**src/rtl/ald_pkg.sv**
```systemverilog
// shared constants and types of the antialiased line drawer
`default_nettype none

package ald_pkg;

    // default geometry
    localparam int COORD_BITS_DEF = 12;
    localparam int ACC_BITS_DEF   = 16;

    // field and register widths
    localparam int COLOR_BITS = 9;
    localparam int BASE_BITS  = 8;
    localparam int LEVEL_BITS = 9;
    localparam int IBITS_BITS = 4;

    // register port
    localparam int ADDR_BITS    = 4;
    localparam int DATA_BITS    = 32;
    localparam int REG_IDX_BITS = ADDR_BITS - 2;

    localparam logic [REG_IDX_BITS-1:0] REG_BASE_COLOR     = REG_IDX_BITS'(0);
    localparam logic [REG_IDX_BITS-1:0] REG_NUM_LEVELS     = REG_IDX_BITS'(1);
    localparam logic [REG_IDX_BITS-1:0] REG_INTENSITY_BITS = REG_IDX_BITS'(2);

    localparam logic [BASE_BITS-1:0]  BASE_COLOR_RST     = BASE_BITS'(0);
    localparam logic [LEVEL_BITS-1:0] NUM_LEVELS_RST     = LEVEL_BITS'(256);
    localparam logic [IBITS_BITS-1:0] INTENSITY_BITS_RST = IBITS_BITS'(8);

    // command codes
    localparam logic CMD_START = 1'b0;

    // divider status toward the sequencer
    typedef struct packed {
        logic busy;
        logic done;
    } t_div_stat;

endpackage

`default_nettype wire

```
**src/rtl/ald_if.sv**
```systemverilog
// valid/ready channel interfaces for commands and pixels
`default_nettype none

interface ald_in_if #(
    parameter int COORD_BITS = ald_pkg::COORD_BITS_DEF
) ();
    logic                         valid;
    logic                         ready;
    logic                         cmd;
    logic signed [COORD_BITS-1:0] x_start;
    logic signed [COORD_BITS-1:0] y_start;
    logic signed [COORD_BITS-1:0] x_end;
    logic signed [COORD_BITS-1:0] y_end;

    modport source (
        output valid, cmd, x_start, y_start, x_end, y_end,
        input  ready
    );
    modport sink (
        input  valid, cmd, x_start, y_start, x_end, y_end,
        output ready
    );
endinterface

interface ald_out_if #(
    parameter int COORD_BITS = ald_pkg::COORD_BITS_DEF
) ();
    import ald_pkg::*;

    logic                         valid;
    logic                         ready;
    logic signed [COORD_BITS:0]   pix_x;
    logic signed [COORD_BITS:0]   pix_y;
    logic [COLOR_BITS-1:0]        pix_color;
    logic                         item_last;
    logic                         line_done;

    modport source (
        output valid, pix_x, pix_y, pix_color, item_last, line_done,
        input  ready
    );
    modport sink (
        input  valid, pix_x, pix_y, pix_color, item_last, line_done,
        output ready
    );
endinterface

`default_nettype wire

```
**src/rtl/antialiased_line_drawer.sv**
```systemverilog
// top level of the antialiased line drawer: register port, sequencer, pixel output
`default_nettype none

// Draws one antialiased line at a time with Wu's scheme. A start word takes two
// endpoints, orders them top to bottom and emits the upper endpoint in the base
// color in the cycle after it is accepted. Horizontal, vertical and diagonal
// lines are then ready for advances at once; any other slope runs the
// restoring divider for the error step, and the command channel is held not
// ready after the start word until the quotient is loaded. Straight lines
// emit one pixel per advance, so they sustain one advance per cycle while
// the output is taken; sloped lines emit a pixel pair, and the single output
// register holds the next advance off until the second pixel is loaded. The
// closing advance of a sloped line emits the far endpoint unweighted. An
// output word that waits to be taken does not block the next command word
// when it is taken in the same cycle. Configuration goes through the register
// port (base color at 0x0, level count at 0x4, intensity bits at 0x8) and
// should change only while idle.

module antialiased_line_drawer #(
    parameter int COORD_BITS = ald_pkg::COORD_BITS_DEF,
    parameter int ACC_BITS   = ald_pkg::ACC_BITS_DEF
) (
    input  logic                           i_clk,
    input  logic                           i_rst_n,
    input  logic                           psel,
    input  logic                           penable,
    input  logic                           pwrite,
    input  logic [ald_pkg::ADDR_BITS-1:0]  paddr,
    input  logic [ald_pkg::DATA_BITS-1:0]  pwdata,
    output logic [ald_pkg::DATA_BITS-1:0]  prdata,
    output logic                           pready,
    ald_in_if.sink                         i_in,
    ald_out_if.source                      o_out
);
    import ald_pkg::*;

    localparam int CW  = COORD_BITS;
    localparam int PW  = COORD_BITS + 1;
    localparam int SHW = $clog2(ACC_BITS + 1);
    localparam int WW  = (ACC_BITS > COLOR_BITS) ? ACC_BITS : COLOR_BITS;

    // line kinds
    localparam logic [2:0] K_IDLE = 3'd0;
    localparam logic [2:0] K_HOR  = 3'd1;
    localparam logic [2:0] K_VER  = 3'd2;
    localparam logic [2:0] K_DIAG = 3'd3;
    localparam logic [2:0] K_YMAJ = 3'd4;
    localparam logic [2:0] K_XMAJ = 3'd5;

    // sequencer states
    localparam logic [1:0] S_IDLE = 2'd0;
    localparam logic [1:0] S_DIV  = 2'd1;
    localparam logic [1:0] S_PAIR = 2'd2;

    // configuration registers
    logic [BASE_BITS-1:0]  r_base;
    logic [LEVEL_BITS-1:0] r_levels;
    logic [IBITS_BITS-1:0] r_ibits;

    // line state
    logic [1:0]            r_state, n_state;
    logic [2:0]            r_kind, n_kind;
    logic                  r_left, n_left;
    logic signed [CW-1:0]  r_cur_x, n_cur_x;
    logic signed [CW-1:0]  r_cur_y, n_cur_y;
    logic signed [CW-1:0]  r_end_x, n_end_x;
    logic signed [CW-1:0]  r_end_y, n_end_y;
    logic [CW-1:0]         r_steps, n_steps;
    logic [ACC_BITS-1:0]   r_acc, n_acc;
    logic [ACC_BITS-1:0]   r_step, n_step;

    // output register and the held second pixel of a pair
    logic                  r_ov, n_ov;
    logic signed [PW-1:0]  r_o_x, n_o_x;
    logic signed [PW-1:0]  r_o_y, n_o_y;
    logic [COLOR_BITS-1:0] r_o_color, n_o_color;
    logic                  r_o_last, n_o_last;
    logic                  r_o_done, n_o_done;
    logic signed [PW-1:0]  r_p2_x, n_p2_x;
    logic signed [PW-1:0]  r_p2_y, n_p2_y;
    logic [COLOR_BITS-1:0] r_p2_color, n_p2_color;

    // divider hookup
    logic                  div_start;
    logic [CW-1:0]         div_num;
    logic [CW-1:0]         div_den;
    logic [ACC_BITS-1:0]   div_quot;
    t_div_stat             div_stat;

    // handshake
    logic out_free;
    logic in_fire;
    logic cfg_wr;

    // start decode
    logic                 swap;
    logic signed [CW-1:0] sx0, sy0, sx1, sy1;
    logic signed [PW-1:0] dx_w, dy_w, adx_w;
    logic [CW-1:0]        adx, ady;
    logic                 y_major;
    logic [2:0]           st_kind;

    // advance datapath
    logic signed [CW-1:0]  x_stp, y_stp;
    logic signed [PW-1:0]  dir_w;
    logic [ACC_BITS-1:0]   acc_sum;
    logic                  acc_wrap;
    logic [SHW-1:0]        sh;
    logic [WW-1:0]         w_wide;
    logic [COLOR_BITS-1:0] w9, cmask, col_a, col_b, col_base;
    logic signed [CW-1:0]  wx, wy;

    assign pready   = 1'b1;
    assign cfg_wr   = psel && penable && pwrite;
    assign out_free = !r_ov || o_out.ready;
    assign i_in.ready = (r_state == S_IDLE) && !div_stat.busy && out_free;
    assign in_fire  = i_in.valid && i_in.ready;

    // ---- register port ----
    always_ff @(posedge i_clk) begin
        if (!i_rst_n) begin
            r_base   <= BASE_COLOR_RST;
            r_levels <= NUM_LEVELS_RST;
            r_ibits  <= INTENSITY_BITS_RST;
        end else if (cfg_wr) begin
            case (paddr[ADDR_BITS-1:2])
                REG_BASE_COLOR:     r_base   <= pwdata[BASE_BITS-1:0];
                REG_NUM_LEVELS:     r_levels <= pwdata[LEVEL_BITS-1:0];
                REG_INTENSITY_BITS: r_ibits  <= pwdata[IBITS_BITS-1:0];
                default: ;
            endcase
        end
    end

    always_comb begin
        case (paddr[ADDR_BITS-1:2])
            REG_BASE_COLOR:     prdata = DATA_BITS'(r_base);
            REG_NUM_LEVELS:     prdata = DATA_BITS'(r_levels);
            REG_INTENSITY_BITS: prdata = DATA_BITS'(r_ibits);
            default:            prdata = '0;
        endcase
    end

    // ---- start decode: order endpoints top to bottom, classify the slope ----
    always_comb begin
        swap  = i_in.y_start > i_in.y_end;
        sx0   = swap ? i_in.x_end   : i_in.x_start;
        sy0   = swap ? i_in.y_end   : i_in.y_start;
        sx1   = swap ? i_in.x_start : i_in.x_end;
        sy1   = swap ? i_in.y_start : i_in.y_end;
        dx_w  = {sx1[CW-1], sx1} - {sx0[CW-1], sx0};
        dy_w  = {sy1[CW-1], sy1} - {sy0[CW-1], sy0};
        adx_w = dx_w[PW-1] ? -dx_w : dx_w;
        adx   = adx_w[CW-1:0];
        ady   = dy_w[CW-1:0];
        // major axis length is the step count, minor over major the error step
        y_major = ady >= adx;
        div_num = y_major ? adx : ady;
        div_den = y_major ? ady : adx;
        if (ady == '0) begin
            st_kind = (adx == '0) ? K_IDLE : K_HOR;
        end else if (adx == '0) begin
            st_kind = K_VER;
        end else if (adx == ady) begin
            st_kind = K_DIAG;
        end else if (ady > adx) begin
            st_kind = K_YMAJ;
        end else begin
            st_kind = K_XMAJ;
        end
    end

    // ---- advance datapath ----
    always_comb begin
        x_stp    = r_left ? r_cur_x - CW'(1) : r_cur_x + CW'(1);
        y_stp    = r_cur_y + CW'(1);
        dir_w    = r_left ? '1 : PW'(1);
        acc_sum  = r_acc + r_step;
        acc_wrap = acc_sum <= r_acc;
        // weight is the top intensity_bits of the accumulator
        sh       = (SHW'(r_ibits) >= SHW'(ACC_BITS)) ? '0 : SHW'(ACC_BITS) - SHW'(r_ibits);
        w_wide   = WW'(acc_sum) >> sh;
        w9       = w_wide[COLOR_BITS-1:0];
        cmask    = COLOR_BITS'(r_levels) - COLOR_BITS'(1);
        col_base = COLOR_BITS'(r_base);
        col_a    = col_base + w9;
        col_b    = col_base + (w9 ^ cmask);
        if (r_kind == K_YMAJ) begin
            wx = acc_wrap ? x_stp : r_cur_x;
            wy = y_stp;
        end else begin
            wx = x_stp;
            wy = acc_wrap ? y_stp : r_cur_y;
        end
    end

    // ---- sequencer ----
    always_comb begin
        n_state    = r_state;
        n_kind     = r_kind;
        n_left     = r_left;
        n_cur_x    = r_cur_x;
        n_cur_y    = r_cur_y;
        n_end_x    = r_end_x;
        n_end_y    = r_end_y;
        n_steps    = r_steps;
        n_acc      = r_acc;
        n_step     = r_step;
        n_ov       = r_ov && !o_out.ready;
        n_o_x      = r_o_x;
        n_o_y      = r_o_y;
        n_o_color  = r_o_color;
        n_o_last   = r_o_last;
        n_o_done   = r_o_done;
        n_p2_x     = r_p2_x;
        n_p2_y     = r_p2_y;
        n_p2_color = r_p2_color;
        div_start  = 1'b0;

        case (r_state)
            S_IDLE: begin
                if (in_fire) begin
                    if (i_in.cmd == CMD_START) begin
                        // new line, any current one is dropped
                        n_cur_x   = sx0;
                        n_cur_y   = sy0;
                        n_end_x   = sx1;
                        n_end_y   = sy1;
                        n_left    = dx_w[PW-1];
                        n_steps   = div_den;
                        n_acc     = '0;
                        n_step    = '0;
                        n_kind    = st_kind;
                        n_ov      = 1'b1;
                        n_o_x     = {sx0[CW-1], sx0};
                        n_o_y     = {sy0[CW-1], sy0};
                        n_o_color = col_base;
                        n_o_last  = 1'b1;
                        n_o_done  = st_kind == K_IDLE;
                        if (st_kind inside {K_YMAJ, K_XMAJ}) begin
                            div_start = 1'b1;
                            n_state   = S_DIV;
                        end
                    end else if (r_kind == K_IDLE || r_steps == '0) begin
                        // advance with no line: nothing out
                        n_kind = K_IDLE;
                    end else if (r_kind inside {K_HOR, K_VER, K_DIAG}) begin
                        if (r_kind != K_VER) begin
                            n_cur_x = x_stp;
                        end
                        if (r_kind != K_HOR) begin
                            n_cur_y = y_stp;
                        end
                        n_steps   = r_steps - CW'(1);
                        n_ov      = 1'b1;
                        n_o_x     = (r_kind != K_VER) ? {x_stp[CW-1], x_stp}
                                                      : {r_cur_x[CW-1], r_cur_x};
                        n_o_y     = (r_kind != K_HOR) ? {y_stp[CW-1], y_stp}
                                                      : {r_cur_y[CW-1], r_cur_y};
                        n_o_color = col_base;
                        n_o_last  = 1'b1;
                        n_o_done  = r_steps == CW'(1);
                        if (r_steps == CW'(1)) begin
                            n_kind = K_IDLE;
                        end
                    end else if (r_steps == CW'(1)) begin
                        // closing step of a sloped line lands on the far endpoint
                        n_steps   = '0;
                        n_kind    = K_IDLE;
                        n_ov      = 1'b1;
                        n_o_x     = {r_end_x[CW-1], r_end_x};
                        n_o_y     = {r_end_y[CW-1], r_end_y};
                        n_o_color = col_base;
                        n_o_last  = 1'b1;
                        n_o_done  = 1'b1;
                    end else begin
                        // weighted pair across the minor axis
                        n_acc     = acc_sum;
                        n_cur_x   = wx;
                        n_cur_y   = wy;
                        n_steps   = r_steps - CW'(1);
                        n_ov      = 1'b1;
                        n_o_x     = {wx[CW-1], wx};
                        n_o_y     = {wy[CW-1], wy};
                        n_o_color = col_a;
                        n_o_last  = 1'b0;
                        n_o_done  = 1'b0;
                        n_p2_color = col_b;
                        if (r_kind == K_YMAJ) begin
                            n_p2_x = {wx[CW-1], wx} + dir_w;
                            n_p2_y = {wy[CW-1], wy};
                        end else begin
                            n_p2_x = {wx[CW-1], wx};
                            n_p2_y = {wy[CW-1], wy} + PW'(1);
                        end
                        n_state = S_PAIR;
                    end
                end
            end
            S_DIV: begin
                if (div_stat.done) begin
                    n_step  = div_quot;
                    n_state = S_IDLE;
                end
            end
            S_PAIR: begin
                if (out_free) begin
                    n_ov      = 1'b1;
                    n_o_x     = r_p2_x;
                    n_o_y     = r_p2_y;
                    n_o_color = r_p2_color;
                    n_o_last  = 1'b1;
                    n_o_done  = 1'b0;
                    n_state   = S_IDLE;
                end
            end
            default: begin
                n_state = S_IDLE;
            end
        endcase
    end

    always_ff @(posedge i_clk) begin
        if (!i_rst_n) begin
            r_state <= S_IDLE;
            r_kind  <= K_IDLE;
            r_left  <= 1'b0;
            r_cur_x <= '0;
            r_cur_y <= '0;
            r_end_x <= '0;
            r_end_y <= '0;
            r_steps <= '0;
            r_acc   <= '0;
            r_step  <= '0;
            r_ov    <= 1'b0;
        end else begin
            r_state <= n_state;
            r_kind  <= n_kind;
            r_left  <= n_left;
            r_cur_x <= n_cur_x;
            r_cur_y <= n_cur_y;
            r_end_x <= n_end_x;
            r_end_y <= n_end_y;
            r_steps <= n_steps;
            r_acc   <= n_acc;
            r_step  <= n_step;
            r_ov    <= n_ov;
        end
    end

    // payload, no reset
    always_ff @(posedge i_clk) begin
        r_o_x      <= n_o_x;
        r_o_y      <= n_o_y;
        r_o_color  <= n_o_color;
        r_o_last   <= n_o_last;
        r_o_done   <= n_o_done;
        r_p2_x     <= n_p2_x;
        r_p2_y     <= n_p2_y;
        r_p2_color <= n_p2_color;
    end

    assign o_out.valid     = r_ov;
    assign o_out.pix_x     = r_o_x;
    assign o_out.pix_y     = r_o_y;
    assign o_out.pix_color = r_o_color;
    assign o_out.item_last = r_o_last;
    assign o_out.line_done = r_o_done;

    // error step divider, minor over major scaled by the accumulator width
    ald_div #(
        .N_BITS (COORD_BITS),
        .Q_BITS (ACC_BITS)
    ) u_div (
        .i_clk   (i_clk),
        .i_rst_n (i_rst_n),
        .i_start (div_start),
        .i_num   (div_num),
        .i_den   (div_den),
        .o_quot  (div_quot),
        .o_stat  (div_stat)
    );

endmodule

`default_nettype wire

```
**src/rtl/ald_div.sv**
```systemverilog
// iterative restoring divider for the error step, one quotient bit per cycle
`default_nettype none

module ald_div #(
    parameter int N_BITS = ald_pkg::COORD_BITS_DEF,
    parameter int Q_BITS = ald_pkg::ACC_BITS_DEF
) (
    input  logic              i_clk,
    input  logic              i_rst_n,
    input  logic              i_start,
    input  logic [N_BITS-1:0] i_num,
    input  logic [N_BITS-1:0] i_den,
    output logic [Q_BITS-1:0] o_quot,
    output ald_pkg::t_div_stat o_stat
);
    import ald_pkg::*;

    localparam int CNT_BITS = $clog2(Q_BITS + 1);

    logic [N_BITS-1:0]   r_rem, n_rem;
    logic [N_BITS-1:0]   r_den;
    logic [Q_BITS-1:0]   r_quot;
    logic [CNT_BITS-1:0] r_cnt;
    logic                r_busy;
    logic                r_done;

    logic [N_BITS:0] sh;
    logic [N_BITS:0] diff;
    logic            ge;

    // remainder stays below the divisor, so the shifted value is below twice it
    always_comb begin
        sh    = {r_rem, 1'b0};
        ge    = sh >= {1'b0, r_den};
        diff  = sh - {1'b0, r_den};
        n_rem = ge ? diff[N_BITS-1:0] : sh[N_BITS-1:0];
    end

    always_ff @(posedge i_clk) begin
        if (!i_rst_n) begin
            r_busy <= 1'b0;
            r_done <= 1'b0;
            r_cnt  <= '0;
        end else begin
            r_done <= 1'b0;
            if (i_start) begin
                r_busy <= 1'b1;
                r_cnt  <= CNT_BITS'(Q_BITS);
            end else if (r_busy) begin
                r_cnt <= r_cnt - CNT_BITS'(1);
                if (r_cnt == CNT_BITS'(1)) begin
                    r_busy <= 1'b0;
                    r_done <= 1'b1;
                end
            end
        end
    end

    always_ff @(posedge i_clk) begin
        if (i_start) begin
            r_rem <= i_num;
            r_den <= i_den;
        end else if (r_busy) begin
            r_rem  <= n_rem;
            r_quot <= {r_quot[Q_BITS-2:0], ge};
        end
    end

    assign o_quot      = r_quot;
    assign o_stat.busy = r_busy;
    assign o_stat.done = r_done;

endmodule

`default_nettype wire

```
**src/flat_wrapper.sv**
```systemverilog
// flat-port wrapper written by rule: the top's interface ports become plain ports
module antialiased_line_drawer_flat import ald_pkg::*;
#(
    parameter int COORD_BITS = ald_pkg::COORD_BITS_DEF,
    parameter int ACC_BITS   = ald_pkg::ACC_BITS_DEF
)
  (i_clk, i_rst_n, psel, penable, pwrite, paddr, pwdata, prdata, pready, i_in_valid, i_in_cmd, i_in_x_start, i_in_y_start, i_in_x_end, i_in_y_end, i_in_ready, o_out_valid, o_out_pix_x, o_out_pix_y, o_out_pix_color, o_out_item_last, o_out_line_done, o_out_ready);
  ald_in_if #(.COORD_BITS(COORD_BITS)) i_in_i ();
  ald_out_if #(.COORD_BITS(COORD_BITS)) o_out_i ();
  input  logic i_clk;
  input  logic i_rst_n;
  input  logic psel;
  input  logic penable;
  input  logic pwrite;
  input  logic [ald_pkg::ADDR_BITS-1:0] paddr;
  input  logic [ald_pkg::DATA_BITS-1:0] pwdata;
  output logic [ald_pkg::DATA_BITS-1:0] prdata;
  output logic pready;
  input wire logic [$bits(i_in_i.valid)-1:0] i_in_valid;
  input wire logic [$bits(i_in_i.cmd)-1:0] i_in_cmd;
  input wire logic [$bits(i_in_i.x_start)-1:0] i_in_x_start;
  input wire logic [$bits(i_in_i.y_start)-1:0] i_in_y_start;
  input wire logic [$bits(i_in_i.x_end)-1:0] i_in_x_end;
  input wire logic [$bits(i_in_i.y_end)-1:0] i_in_y_end;
  output wire logic [$bits(i_in_i.ready)-1:0] i_in_ready;
  output wire logic [$bits(o_out_i.valid)-1:0] o_out_valid;
  output wire logic [$bits(o_out_i.pix_x)-1:0] o_out_pix_x;
  output wire logic [$bits(o_out_i.pix_y)-1:0] o_out_pix_y;
  output wire logic [$bits(o_out_i.pix_color)-1:0] o_out_pix_color;
  output wire logic [$bits(o_out_i.item_last)-1:0] o_out_item_last;
  output wire logic [$bits(o_out_i.line_done)-1:0] o_out_line_done;
  input wire logic [$bits(o_out_i.ready)-1:0] o_out_ready;
  assign i_in_i.valid = i_in_valid;
  assign i_in_i.cmd = i_in_cmd;
  assign i_in_i.x_start = i_in_x_start;
  assign i_in_i.y_start = i_in_y_start;
  assign i_in_i.x_end = i_in_x_end;
  assign i_in_i.y_end = i_in_y_end;
  assign i_in_ready = i_in_i.ready;
  assign o_out_valid = o_out_i.valid;
  assign o_out_pix_x = o_out_i.pix_x;
  assign o_out_pix_y = o_out_i.pix_y;
  assign o_out_pix_color = o_out_i.pix_color;
  assign o_out_item_last = o_out_i.item_last;
  assign o_out_line_done = o_out_i.line_done;
  assign o_out_i.ready = o_out_ready;
  antialiased_line_drawer #(.COORD_BITS(COORD_BITS), .ACC_BITS(ACC_BITS)) u_core (.i_clk(i_clk), .i_rst_n(i_rst_n), .psel(psel), .penable(penable), .pwrite(pwrite), .paddr(paddr), .pwdata(pwdata), .prdata(prdata), .pready(pready), .i_in(i_in_i), .o_out(o_out_i));
endmodule
```
**config.mk**
```make
export PLATFORM = sky130hd
export DESIGN_NAME = antialiased_line_drawer_flat
export DESIGN_NICKNAME = d
export VERILOG_FILES = /design/src/rtl/ald_pkg.sv /design/src/rtl/ald_if.sv /design/src/rtl/antialiased_line_drawer.sv /design/src/rtl/ald_div.sv /design/src/flat_wrapper.sv
export SDC_FILE = /design/constraint.sdc
export NUM_CORES = 1
export LEC_CHECK = 0
export BUFFER_PORTS_ARGS = -buffer_cell sky130_fd_sc_hd__buf_2
export CAP_MARGIN = 20
export CORE_MARGIN = 2
export CORE_UTILIZATION = 30
export CTS_CLUSTER_SIZE = 20
export DETAILED_ROUTE_END_ITERATION = 8
export GPL_TIMING_DRIVEN = 0
export PLACE_DENSITY = 0.5
export SYNTH_ARGS = -nofsm -noshare
export SYNTH_HDL_FRONTEND = slang
export SYNTH_SLANG_ARGS = --single-unit
```
**constraint.sdc**
```tcl
create_clock -name i_clk -period 9.8 [get_ports i_clk]
set_clock_uncertainty 0.1 [all_clocks]
set_input_delay 1.96 -clock i_clk [delete_from_list [all_inputs] [get_ports i_clk]]
set_output_delay 1.96 -clock i_clk [all_outputs]
set_load 0.01 [all_outputs]
```
### After elaboration in Yosys (flattened, before gate mapping)

Index checks and enable logic that the tools add are counted.

* bits in registers: 239
* memory bits (writable): 0
* output and inout bits: 72
* memories kept: 0
* latch bits: 0
* memory bits (read-only): 0

* muxes and demuxes: 109
* eq/ne operators: 30
* div/mod/pow operators: 0
* $add $sub $neg: 16
* shifts and indexed selects: 1
* bitwise logic cells: 8
* multipliers: 0
* order comparisons: 5
* reductions and logical operators: 39

Operator list (number)
* two-way mux 12 bit: 29
* two-way mux 13 bit: 17
* two-way mux 16 bit: 7
* two-way mux 9 bit: 6
* one-hot mux 13 bit (2 select lines): 2
* logical NOT 12 bit: 3
* one-hot mux 16 bit (2 select lines): 1
* one-hot mux 9 bit (3 select lines): 1
* two-way mux 1 bit: 25
* adder 12 x 2 -> 12 bit (second input constant): 2
* greater-than comparator 12 bit: 2
* subtractor 12 bit: 2
* adder 8 x 9 -> 9 bit: 2
* two-way mux 3 bit: 6
* inequality test 3 bit (second input constant): 6
* one-hot mux 9 bit (2 select lines): 1
* adder 16 bit: 1
* <= comparator 16 bit: 1
* two-way mux 2 bit: 8
* right shift 16 x 5 -> 9 bit: 1
* AND reduction 5 bit: 3
* adder 12 x 2 -> 13 bit (second input constant): 1
* adder 13 bit: 1
* >= comparator 13 x 12 -> 1 bit: 1
* other kinds (39): 79

### Longest topological paths before layout

Gate-level depths: netlist of run 1.

* depth in word-level cells: 18
* depth in mapped cells: 35
* mapped depth without buffers: 32

### By module

Synthesis of run 1 repeated with hierarchy kept, for this count alone.

* cells, all modules: 2358
* area, all modules: 19150.9 sq um

Modules (own cells, without submodules)
* antialiased_line_drawer: instances 1, seq. area each 4564.4 sq um, cells each 2148, area each 16618.4 sq um
* ald_div: instances 1, seq. area each 1341.3 sq um, cells each 210, area each 2532.4 sq um

### Worst setup path before layout of run 1

No wires, ideal clock.

* kind: input port to flip-flop
* start: input port i_in_y_end[10]
* end: register u_core.u_div.r_rem[2] (data pin)
* cell stages on the path: 33
* data required time: 9.440 ns
* data arrival time: 7.723 ns
* path slack: 1.717 ns
* library setup time: 0.260 ns
* path through: inv_1 -> ha_1 -> buf_4 -> nand4_2 -> nor3_2 -> o21ai_2 -> and3_1 -> buf_6 -> nor3_1 -> a31oi_1 -> and2_1 -> ha_1 -> a21oi_1 -> nand2_1 -> a21oi_1 -> a221oi_4 -> o21ai_1 -> nand2_1 -> a211oi_2 -> nand3_1 -> o31ai_1 -> o211ai_2 -> ha_1 -> nand4_1 -> nor2_1 -> o21ai_0 -> o211ai_1 -> nand2b_1 -> clkbuf_1 -> clkbuf_1 -> clkbuf_1 -> a21oi_1 -> mux2_4

* cells in the longest elaborated chain, start to end: 17
* elaborated cells between the ends (all ways): 28

Ends and longest elaborated chain
* start: declaration: line flat_wrapper.sv:24 `input wire logic [$bits(i_in_i.y_end)-1:0] i_in_y_end;`
* greater-than comparator 12 bit: line antialiased_line_drawer.sv:146 `swap = i_in.y_start > i_in.y_end;`
* two-way mux 12 bit, on equally long branches: line antialiased_line_drawer.sv:149, antialiased_line_drawer.sv:147
* subtractor 12 x 12 -> 13 bit: line antialiased_line_drawer.sv:151 `dx_w = {sx1[CW-1], sx1} - {sx0[CW-1], sx0};`
* negator 12 bit: line antialiased_line_drawer.sv:153 `adx_w = dx_w[PW-1] ? -dx_w : dx_w;`
* two-way mux 12 bit: line antialiased_line_drawer.sv:153
* greater-than comparator 12 bit: line antialiased_line_drawer.sv:166 `end else if (ady > adx) begin`
* two-way mux 1 bit: line antialiased_line_drawer.sv:166
* two-way mux 3 bit: line antialiased_line_drawer.sv:164 `end else if (adx == ady) begin`
* two-way mux 3 bit: line antialiased_line_drawer.sv:162 `end else if (adx == '0) begin`
* two-way mux 3 bit: line antialiased_line_drawer.sv:160 `if (ady == '0) begin`
* equality test 3 bit: line antialiased_line_drawer.sv:240 `if (st_kind inside {K_YMAJ, K_XMAJ}) begin`
* nonzero test 2 bit: line antialiased_line_drawer.sv:240
* two-way mux 1 bit: line antialiased_line_drawer.sv:240
* two-way mux 1 bit: line antialiased_line_drawer.sv:223 `if (i_in.cmd == CMD_START) begin`
* two-way mux 1 bit: line antialiased_line_drawer.sv:222 `if (in_fire) begin`
* two-way mux 1 bit: line antialiased_line_drawer.sv:220 `case (r_state)`
* two-way mux 12 bit *: line ald_div.sv:60 `if (i_start) begin`
* end signal: assignment: line ald_div.sv:61 `r_rem <= i_num;`
* end signal: assignment: line ald_div.sv:64 `r_rem <= n_rem;`
* end: declaration: line ald_div.sv:20 `logic [N_BITS-1:0] r_rem, n_rem;`

Every way passes the cells marked *; elsewhere a longest branch is shown, timed or not.
A chain may end at the register's enable or synchronous reset.

### Worst setup path in the final report of run 1

* start: input port i_in_y_end[7]
* end: register u_core.u_div.r_rem[3] (data pin)

The elaborated chain is that of the path after synthesis.

==> flow_metrics.py, run 1 <==
metrics = {
    "outcome": {
        "status": "finished, final reports clean",
    },
    "global_routing": {
        "antenna_found_initial": 2,
        "grtUsageTotal_pct": 19.7,
        "grt_pass1_vias": 17723,
        "grt_pass1_wl_mm": 102,
        "grt_max_degree": 34,
        "grt_overflow": 0,
    },
    "clock_network": {
        "clk_latency_ps": 580,
        "cts_buffers": 29,
        "clk_pin_slew_worst_paths_ps": 60,
        "cts_resized": 0,
        "root_buffer": "clkbuf_16",
        "postCtsSetupBuffers": 0,
        "cts.sinks": 239,
        "htree_levels": 1,
        "cts_tree": "done",
        "cts_hold_buf": 0,
        "clockBufferDepth": 3,
    },
    "power_and_ir_drop": {
        "switchingPower_w": 0.00152,
        "clkPwrFrac_pct": 27.9,
        "comb_power_share_pct": 40.1,
        "p_per_area_nw_per_um2": 181,
        "pwr-share-seq_pct": 32.0,
        "ir_drop_mv": 0.114,
        "p_sw_share_pct": 38.6,
        "p_leak_nw": 8.72,
        "internal-power_w": 0.00241,
    },
    "sta": {
        "period_needed_ps": 9000,
        "setup_violations": 0,
        "relSlewSlack_pct": 32.4,
        "drv_slew": 0,
        "tns_ps": 0,
        "max_freq_ghz": 0.111,
        "tightestPinTransition_ps": 1010,
        "hold_violations": 0,
        "finalCritPeriodShare_pct": 91.8,
        "fin_ws_ps": 804,
        "rsz0062_at_grt": "no",
    },
    "setup_path": {
        "r2r_setup_slack_ps": 1700,
        "reg2reg_depth": 31,
        "regToRegEndpoint": "u_core.r_p2_x[12]",
        "crit_type": "in -> reg",
        "cp-startpoint": "i_in_y_end[7]",
        "regToRegStartpoint": "u_core.r_acc[1]",
        "crit_path_top_delay_cell": "a211oi_2",
        "crit_path_end_kind": "flip-flop",
        "crit_path_max_fanout": 10,
        "critPathLaunchType": "input pin",
        "worstPathArrival_ps": 9220,
        "cp.required_ps": 10020,
        "endpoint": "u_core.u_div.r_rem[3]",
        "max_stage_delay_ps": 540,
    },
    "logic_synthesis": {
        "ys_ff_latch": 239,
        "syn_area_per_cell_um2": 8.00,
        "yosysWarnings": 0,
        "yosysMostFrequentCell": "nand2_1",
        "synth_edf_count": 112,
        "yosysUniqueCellTypes": 101,
        "synth_top_area_share_pct": 17.7,
        "synth_area_leaders": "edfxtp_1, dfxtp_1, ha_1, nand2_1, nor2_1",
        "async_reset_ff_share_pct": 0,
        "synth.largest_area_cell": "edfxtp_1",
        "yosysSeqAreaShare_pct": 31.1,
        "synth_ff_type": "dfxtp_1",
        "ys_top_cells_by_count": "nand2_1, nor2_1, a21oi_1",
        "syn-cell-area_um2": 19000,
        "post_synth_inst_count": 2375,
    },
    "routing": {
        "wl_mm": 66.4,
        "drt-vias-per-instance": 5.30,
        "antenna_left": 0,
        "drcViolationCount": 0,
        "drt_pre_antenna_iters": 6,
        "first_iter_violations": 1481,
        "wire_per_inst_um": 19.5,
        "num_vias": 18081,
    },
    "die": {
        "start_util_pct": 30.2,
        "design.core.area_um2": 62900,
        "die-width_um": 256,
        "dieArea_um2": 65400,
        "dieHeight_um": 256,
        "placementRows": 92,
        "ios": 164,
    },
    "final_layout": {
        "syn_to_final_growth_pct": 14.5,
        "final_nets": 2755,
        "layout-drive-gt1-share_pct": 9.90,
        "final_util_pct": 34.6,
    },
    "placed_design": {
        "io_buffers": 110,
        "place.gp.congestion": 0.914,
        "dpl_worst_slack_ps": 307,
        "dp_hpwl_mm": 52.4,
    },
    "worst_hold_path": {
        "hp-class": "reg -> reg",
    },
    "job": {
        "maxCapViolCount": 0,
    },
}
==> registers in the layout, indices dropped and copies added, names as in the netlist, 4 cells and up <==
register,count
u_core.r_cur_x,12
u_core.r_end_x,12
u_core.r_ibits,4
u_core.o_out.pix_x,13
u_core.r_acc,16
u_core.r_cur_y,12
u_core.o_out.pix_y,13
u_core.r_step,16
u_core.r_levels,9
u_core.r_steps,12
u_core.u_div.r_den,12
u_core.u_div.r_rem,12
u_core.r_p2_color,9
u_core.u_div.r_cnt,5
u_core.u_div.o_quot,16
u_core.r_base,8
u_core.r_p2_x,13
u_core.o_out.pix_color,9
u_core.r_end_y,12
u_core.r_p2_y,13
==> cell families after synthesis <==
family / after synthesis / synth area share, %
XOR/XNOR: 136 / 6.27
AND/OR/NAND/NOR: 859 / 20.7
AO/OA/AOI/OAI: 656 / 22.3
other: 2 / 0.0395
flip-flops: 239 / 31.1
adder cells (fa/ha/maj): 135 / 8.94
multiplexers: 82 / 4.77
buffers and inverters: 266 / 5.90
==> per-stage QoR <==
stage                     area (um^2)  hold slack (ps)  total power (W)  std cells
final                           21800              355          0.00393       3412
after global routing            21800              366          0.00419       3411
after CTS                       21700              358          0.00396       3410
after detailed placement        20800              332          0.00284       3356
after global placement          20700              332          0.00281       3353
after floorplan                 19100              326          0.00235       2397
==> layout make-up <==
type	count	area, um^2
Sequential cell	239	5910
Timing Repair Buffer	114	626
Clock buffer	43	848
Tap cell	846	1060
Buffer	150	682
Antenna cell	1	2.50
Fill cell	6630	41100
Multi-Input combinational cell	1892	12100
Inverter	116	440
Clock inverter	11	119
==> worst max-delay path, delay by kind of cell <==
kind	cells	cell delay [ps]
adder cells (fa/ha/maj)	3	830
AND/OR/NAND/NOR	11	1860
multiplexers	1	290
AO/OA/AOI/OAI	12	2700
buffers and inverters	7	1550
==> cells in the final DEF, fill, tap and decap left out, drive strengths merged, types with 7 or more instances in the layout <==
master / netlist / routed
a211oi: 22 / 22
a21o: 35 / 35
a21oi: 193 / 193
a22oi: 20 / 20
a311oi: 13 / 13
a31oi: 25 / 25
and2: 15 / 15
and3: 17 / 17
buf: 51 / 165
clkbuf: 99 / 142
conb: 2 / 24
dfxtp: 127 / 127
edfxtp: 112 / 112
ha: 115 / 115
inv: 116 / 117
maj3: 14 / 14
mux2: 15 / 15
mux2i: 64 / 64
nand2: 290 / 290
nand2b: 27 / 27
nand3: 74 / 74
nand4: 19 / 19
nor2: 283 / 283
nor2b: 25 / 25
nor3: 54 / 54
nor4: 16 / 16
o211ai: 49 / 49
o21a: 14 / 14
o21ai: 161 / 161
o21bai: 22 / 22
o221ai: 11 / 11
o31ai: 15 / 15
or2: 7 / 7
or3: 8 / 8
xnor2: 94 / 94
xor2: 42 / 42
==> layer usage <==
metal | vias to the layer above | track usage, % | part of all wire (%)
met5 | - | 0 | 0.021
met4 | 2 | 6.09 | 2.8
met3 | 105 | 2.03 | 5.2
met2 | 541 | 34.2 | 48
met1 | 8622 | 25.5 | 44
li1 | 8811 | - | -
==> power groups by stage <==
stage	Clock (W)	Combinational (W)	Sequential (W)
after detailed placement	0	0.00156	0.00128
after global routing	0.00116	0.00175	0.00127
after CTS	0.00113	0.00157	0.00126
after floorplan	0	0.00109	0.00127
final	0.00110	0.00158	0.00126
after global placement	0	0.00153	0.00128
==> how the worst min path moves through the flow <==
stage	start	to	slack, ps	cells after the start
2_1_floorplan	u_core.u_div.o_quot[9]	u_core.u_div.o_quot[10]	330	0
3_3_place_gp	u_core.u_div.o_quot[14]	u_core.u_div.o_quot[15]	330	0
3_5_place_dp	u_core.u_div.o_quot[2]	u_core.u_div.o_quot[3]	330	0
4_1_cts	u_core.u_div.o_quot[12]	u_core.u_div.o_quot[13]	360	0
5_1_grt	u_core.u_div.o_quot[2]	u_core.u_div.o_quot[3]	370	0
6_report	u_core.u_div.o_quot[0]	u_core.u_div.o_quot[1]	350	0
Power figures use the tool's default switching activity.
==> inputs of run 2 (changes only) <==
--- a/config.mk
+++ b/config.mk
@@ -5,14 +5,16 @@
 export SDC_FILE = /design/constraint.sdc
 export NUM_CORES = 1
 export LEC_CHECK = 0
-export BUFFER_PORTS_ARGS = -buffer_cell sky130_fd_sc_hd__buf_2
+export ABC_AREA = 1
 export CAP_MARGIN = 20
 export CORE_MARGIN = 2
 export CORE_UTILIZATION = 30
 export CTS_CLUSTER_SIZE = 20
 export DETAILED_ROUTE_END_ITERATION = 8
+export DONT_BUFFER_PORTS = 1
 export GPL_TIMING_DRIVEN = 0
-export PLACE_DENSITY = 0.5
+export PLACE_DENSITY = 0.48
 export SYNTH_ARGS = -nofsm -noshare
 export SYNTH_HDL_FRONTEND = slang
 export SYNTH_SLANG_ARGS = --single-unit
+export TNS_END_PERCENT = 1
==> run 2 against run 1 <==
  * Global-route usage increased by 0.36 points
  * Routed wire length decreased by 2.3%
  * Critical path depth increased by 5
  * Design area decreased by 4.3%
  * Flip-flop and latch count unchanged
  * Critical path type is now reg -> reg
  * Critical endpoint is now u_core.r_p2_x[12]
  * Largest cell class unchanged
==> flow_metrics.py, run 2 <==
metrics = {
    "outcome": {
        "status": "finished, final reports clean",
    },
    "global_routing": {
        "grt_pass1_wl_mm": 99.3,
        "grt_max_degree": 27,
        "grt_overflow": 0,
        "antenna_found_initial": 3,
        "grtUsageTotal_pct": 20.0,
        "grt_pass1_vias": 16902,
    },
    "setup_path": {
        "cp_common_cell": "nand2_1",
        "reg2reg_depth": 39,
        "worstPathArrival_ps": 7510,
        "crit_path_end_kind": "flip-flop",
        "crit_path_top_delay_cell": "nor2_1",
        "max_stage_delay_ps": 600,
        "path_delay_family": "simple AND/OR/NAND/NOR gates",
        "crit_path_max_fanout": 10,
        "r2r_setup_slack_ps": 2500,
        "regToRegEndpoint": "u_core.r_p2_x[12]",
        "critPathLaunchType": "flip-flop",
        "cp.required_ps": 10010,
        "regToRegStartpoint": "u_core.r_step[0]",
        "crit_type": "reg -> reg",
        "path_buf_inv": 5,
    },
    "routing": {
        "num_vias": 17958,
        "wl_mm": 64.9,
        "drcViolationCount": 0,
        "drt-vias-per-instance": 4.93,
        "drt_pre_antenna_iters": 5,
        "antenna_left": 0,
        "first_iter_violations": 1319,
        "wire_per_inst_um": 17.8,
    },
    "power_and_ir_drop": {
        "p_total_w": 0.00421,
        "ir_drop_mv": 0.139,
        "p_leak_nw": 9.53,
        "internal-power_w": 0.00243,
        "pwr-share-seq_pct": 31.8,
        "clkPwrFrac_pct": 25.5,
        "comb_power_share_pct": 42.7,
        "switchingPower_w": 0.00177,
        "p_sw_share_pct": 42.2,
        "p_per_area_nw_per_um2": 202,
    },
    "logic_synthesis": {
        "syn-cell-area_um2": 18700,
        "post_synth_inst_count": 2722,
        "yosysWarnings": 0,
        "synth_area_leaders": "edfxtp_1, dfxtp_1, nand2_1, ha_1, inv_1",
        "yosysUniqueCellTypes": 61,
        "synth_ff_type": "dfxtp_1",
        "async_reset_ff_share_pct": 0,
        "yosysSeqAreaShare_pct": 31.6,
        "ys_ff_latch": 239,
        "syn_area_per_cell_um2": 6.86,
        "ys_top_cells_by_count": "nand2_1, inv_1, o21ai_0",
        "synth_edf_count": 112,
        "yosysMostFrequentCell": "nand2_1",
        "synth.largest_area_cell": "edfxtp_1",
        "synth_top_area_share_pct": 18.0,
    },
    "die": {
        "die-width_um": 254,
        "start_util_pct": 30.3,
        "dieArea_um2": 64300,
        "ios": 164,
        "placementRows": 91,
        "dieHeight_um": 254,
        "design.core.area_um2": 61600,
    },
    "placed_design": {
        "dp_hpwl_mm": 52.3,
        "place.gp.congestion": 0.927,
        "dp_cells": 3586,
        "io_buffers": 0,
    },
    "sta": {
        "hold_slack_ps": 358,
        "tns_ps": 0,
        "hold_violations": 0,
        "tightestPinTransition_ps": 1000,
        "setup_violations": 0,
        "relSlewSlack_pct": 33.0,
        "finalCritPeriodShare_pct": 74.5,
        "drv_slew": 0,
        "max_freq_ghz": 0.137,
        "period_needed_ps": 7300,
        "rsz0062_at_grt": "no",
    },
    "worst_hold_path": {
        "hold_path.startpoint": "u_core.u_div.o_quot[9]",
        "holdPathEnd": "u_core.u_div.o_quot[10]",
        "hp-class": "reg -> reg",
        "hold_path_depth": 0,
    },
    "clock_network": {
        "htree_levels": 1,
        "cts_resized": 0,
        "root_buffer": "clkbuf_16",
        "cts_buffers": 29,
        "cts_hold_buf": 0,
        "clockBufferDepth": 3,
        "cts.sinks": 239,
        "postCtsSetupBuffers": 0,
        "clk_latency_ps": 560,
        "clk_pin_slew_worst_paths_ps": 60,
        "cts_tree": "done",
    },
    "final_layout": {
        "antenna_cells": 0,
        "syn_to_final_growth_pct": 11.5,
        "fin_cells": 3639,
        "final_common_cell": "nand2_1",
        "final_util_pct": 33.8,
        "final_nets": 2993,
        "layout-drive-gt1-share_pct": 5.42,
        "final_cell_mix": "nand2_1, inv_1, o21ai_0, nor2_1, a21oi_1",
    },
    "job": {
        "maxCapViolCount": 0,
    },
}
run 2: cell types whose count changed after synthesis, sizes merged, moves of 28 or more:
cell   delta
xor2     +28
a21o     -32
inv     +261
xnor2    -68
nand3    +93
mux2i    -61
nor2     -44
o21ai   +119
nand2   +385
run 2: worst max-delay path by stage:
| stage | startpoint | end | slack [ps] | cells past startpoint |
|---|---|---|---|---|
| 6_report | u_core.r_step[0] | u_core.r_p2_x[12] | 2500 | 39 |
| 5_1_grt | u_core.r_acc[0] | u_core.r_p2_x[12] | 1850 | 39 |
| 4_1_cts | u_core.r_acc[0] | u_core.r_p2_x[12] | 2590 | 39 |
| 3_5_place_dp | i_in_y_end[11] | u_core.r_steps[6] | 2020 | 37 |
| 3_3_place_gp | o_out_ready | u_core.o_out.pix_y[0] | 1320 | 6 |
| 2_1_floorplan | i_in_y_end[11] | u_core.u_div.r_rem[9] | 3270 | 37 |
run 2: cell type report:
type                    instances  area, um^2
plain buffers                 120         602
inverters                     382        1430
repair buffers                  5        81.3
well taps                     837        1050
clock buffers                  36         792
flip-flops and latches        239        5910
multi-input cells            2003       10800
fillers                      6689       40800
clock inverters                17         145
run 2: power groups by stage:
stage	clock network [W]	logic (W)	registers, W
floorplan	0	0.00127	0.00133
global placement	0	0.00174	0.00137
detailed placement	0	0.00177	0.00136
CTS	0.00110	0.00178	0.00134
global route	0.00114	0.00203	0.00135
finish	0.00107	0.00180	0.00134
run 2: worst reg2reg max path, delay by kind of cell (launching register included):
family                     cells  cell delay, ps
xor gates and xnor gates       1             180
and+or+nand+nor               16            2170
adders and majority gates      4            1420
buffers and inverters          5             770
AOI/OAI and AO/OA             13            2070
DFF                            1             340
run 2: per-layer routing:
metal | GRT usage [%] | share of wire (%) | wire (um)
met1 | 27.5 | 47 | 30200
met5 | 0 | 0.068 | 44
met4 | 4.14 | 1.6 | 1030
met2 | 32.9 | 45 | 29500
met3 | 3.46 | 6.3 | 4110
run 2: kinds of logic after synthesis:
logic type,after synthesis,synth area share (%)
AOI/OAI and AO/OA,598,18.2
other,2,0.0402
buffers and inverters,502,10.9
muxes,3,0.161
adders and majority gates,121,8.35
and+or+nand+nor,1161,26.2
xor gates and xnor gates,96,4.54
DFF,239,31.6
run 2: metrics by stage:
step	worst slack (ps)	instance area, um^2
after floorplan	3270	18800
after global placement	1320	19800
after detailed placement	2020	19900
after CTS	2590	20800
after global routing	1850	20800
final	2500	20800
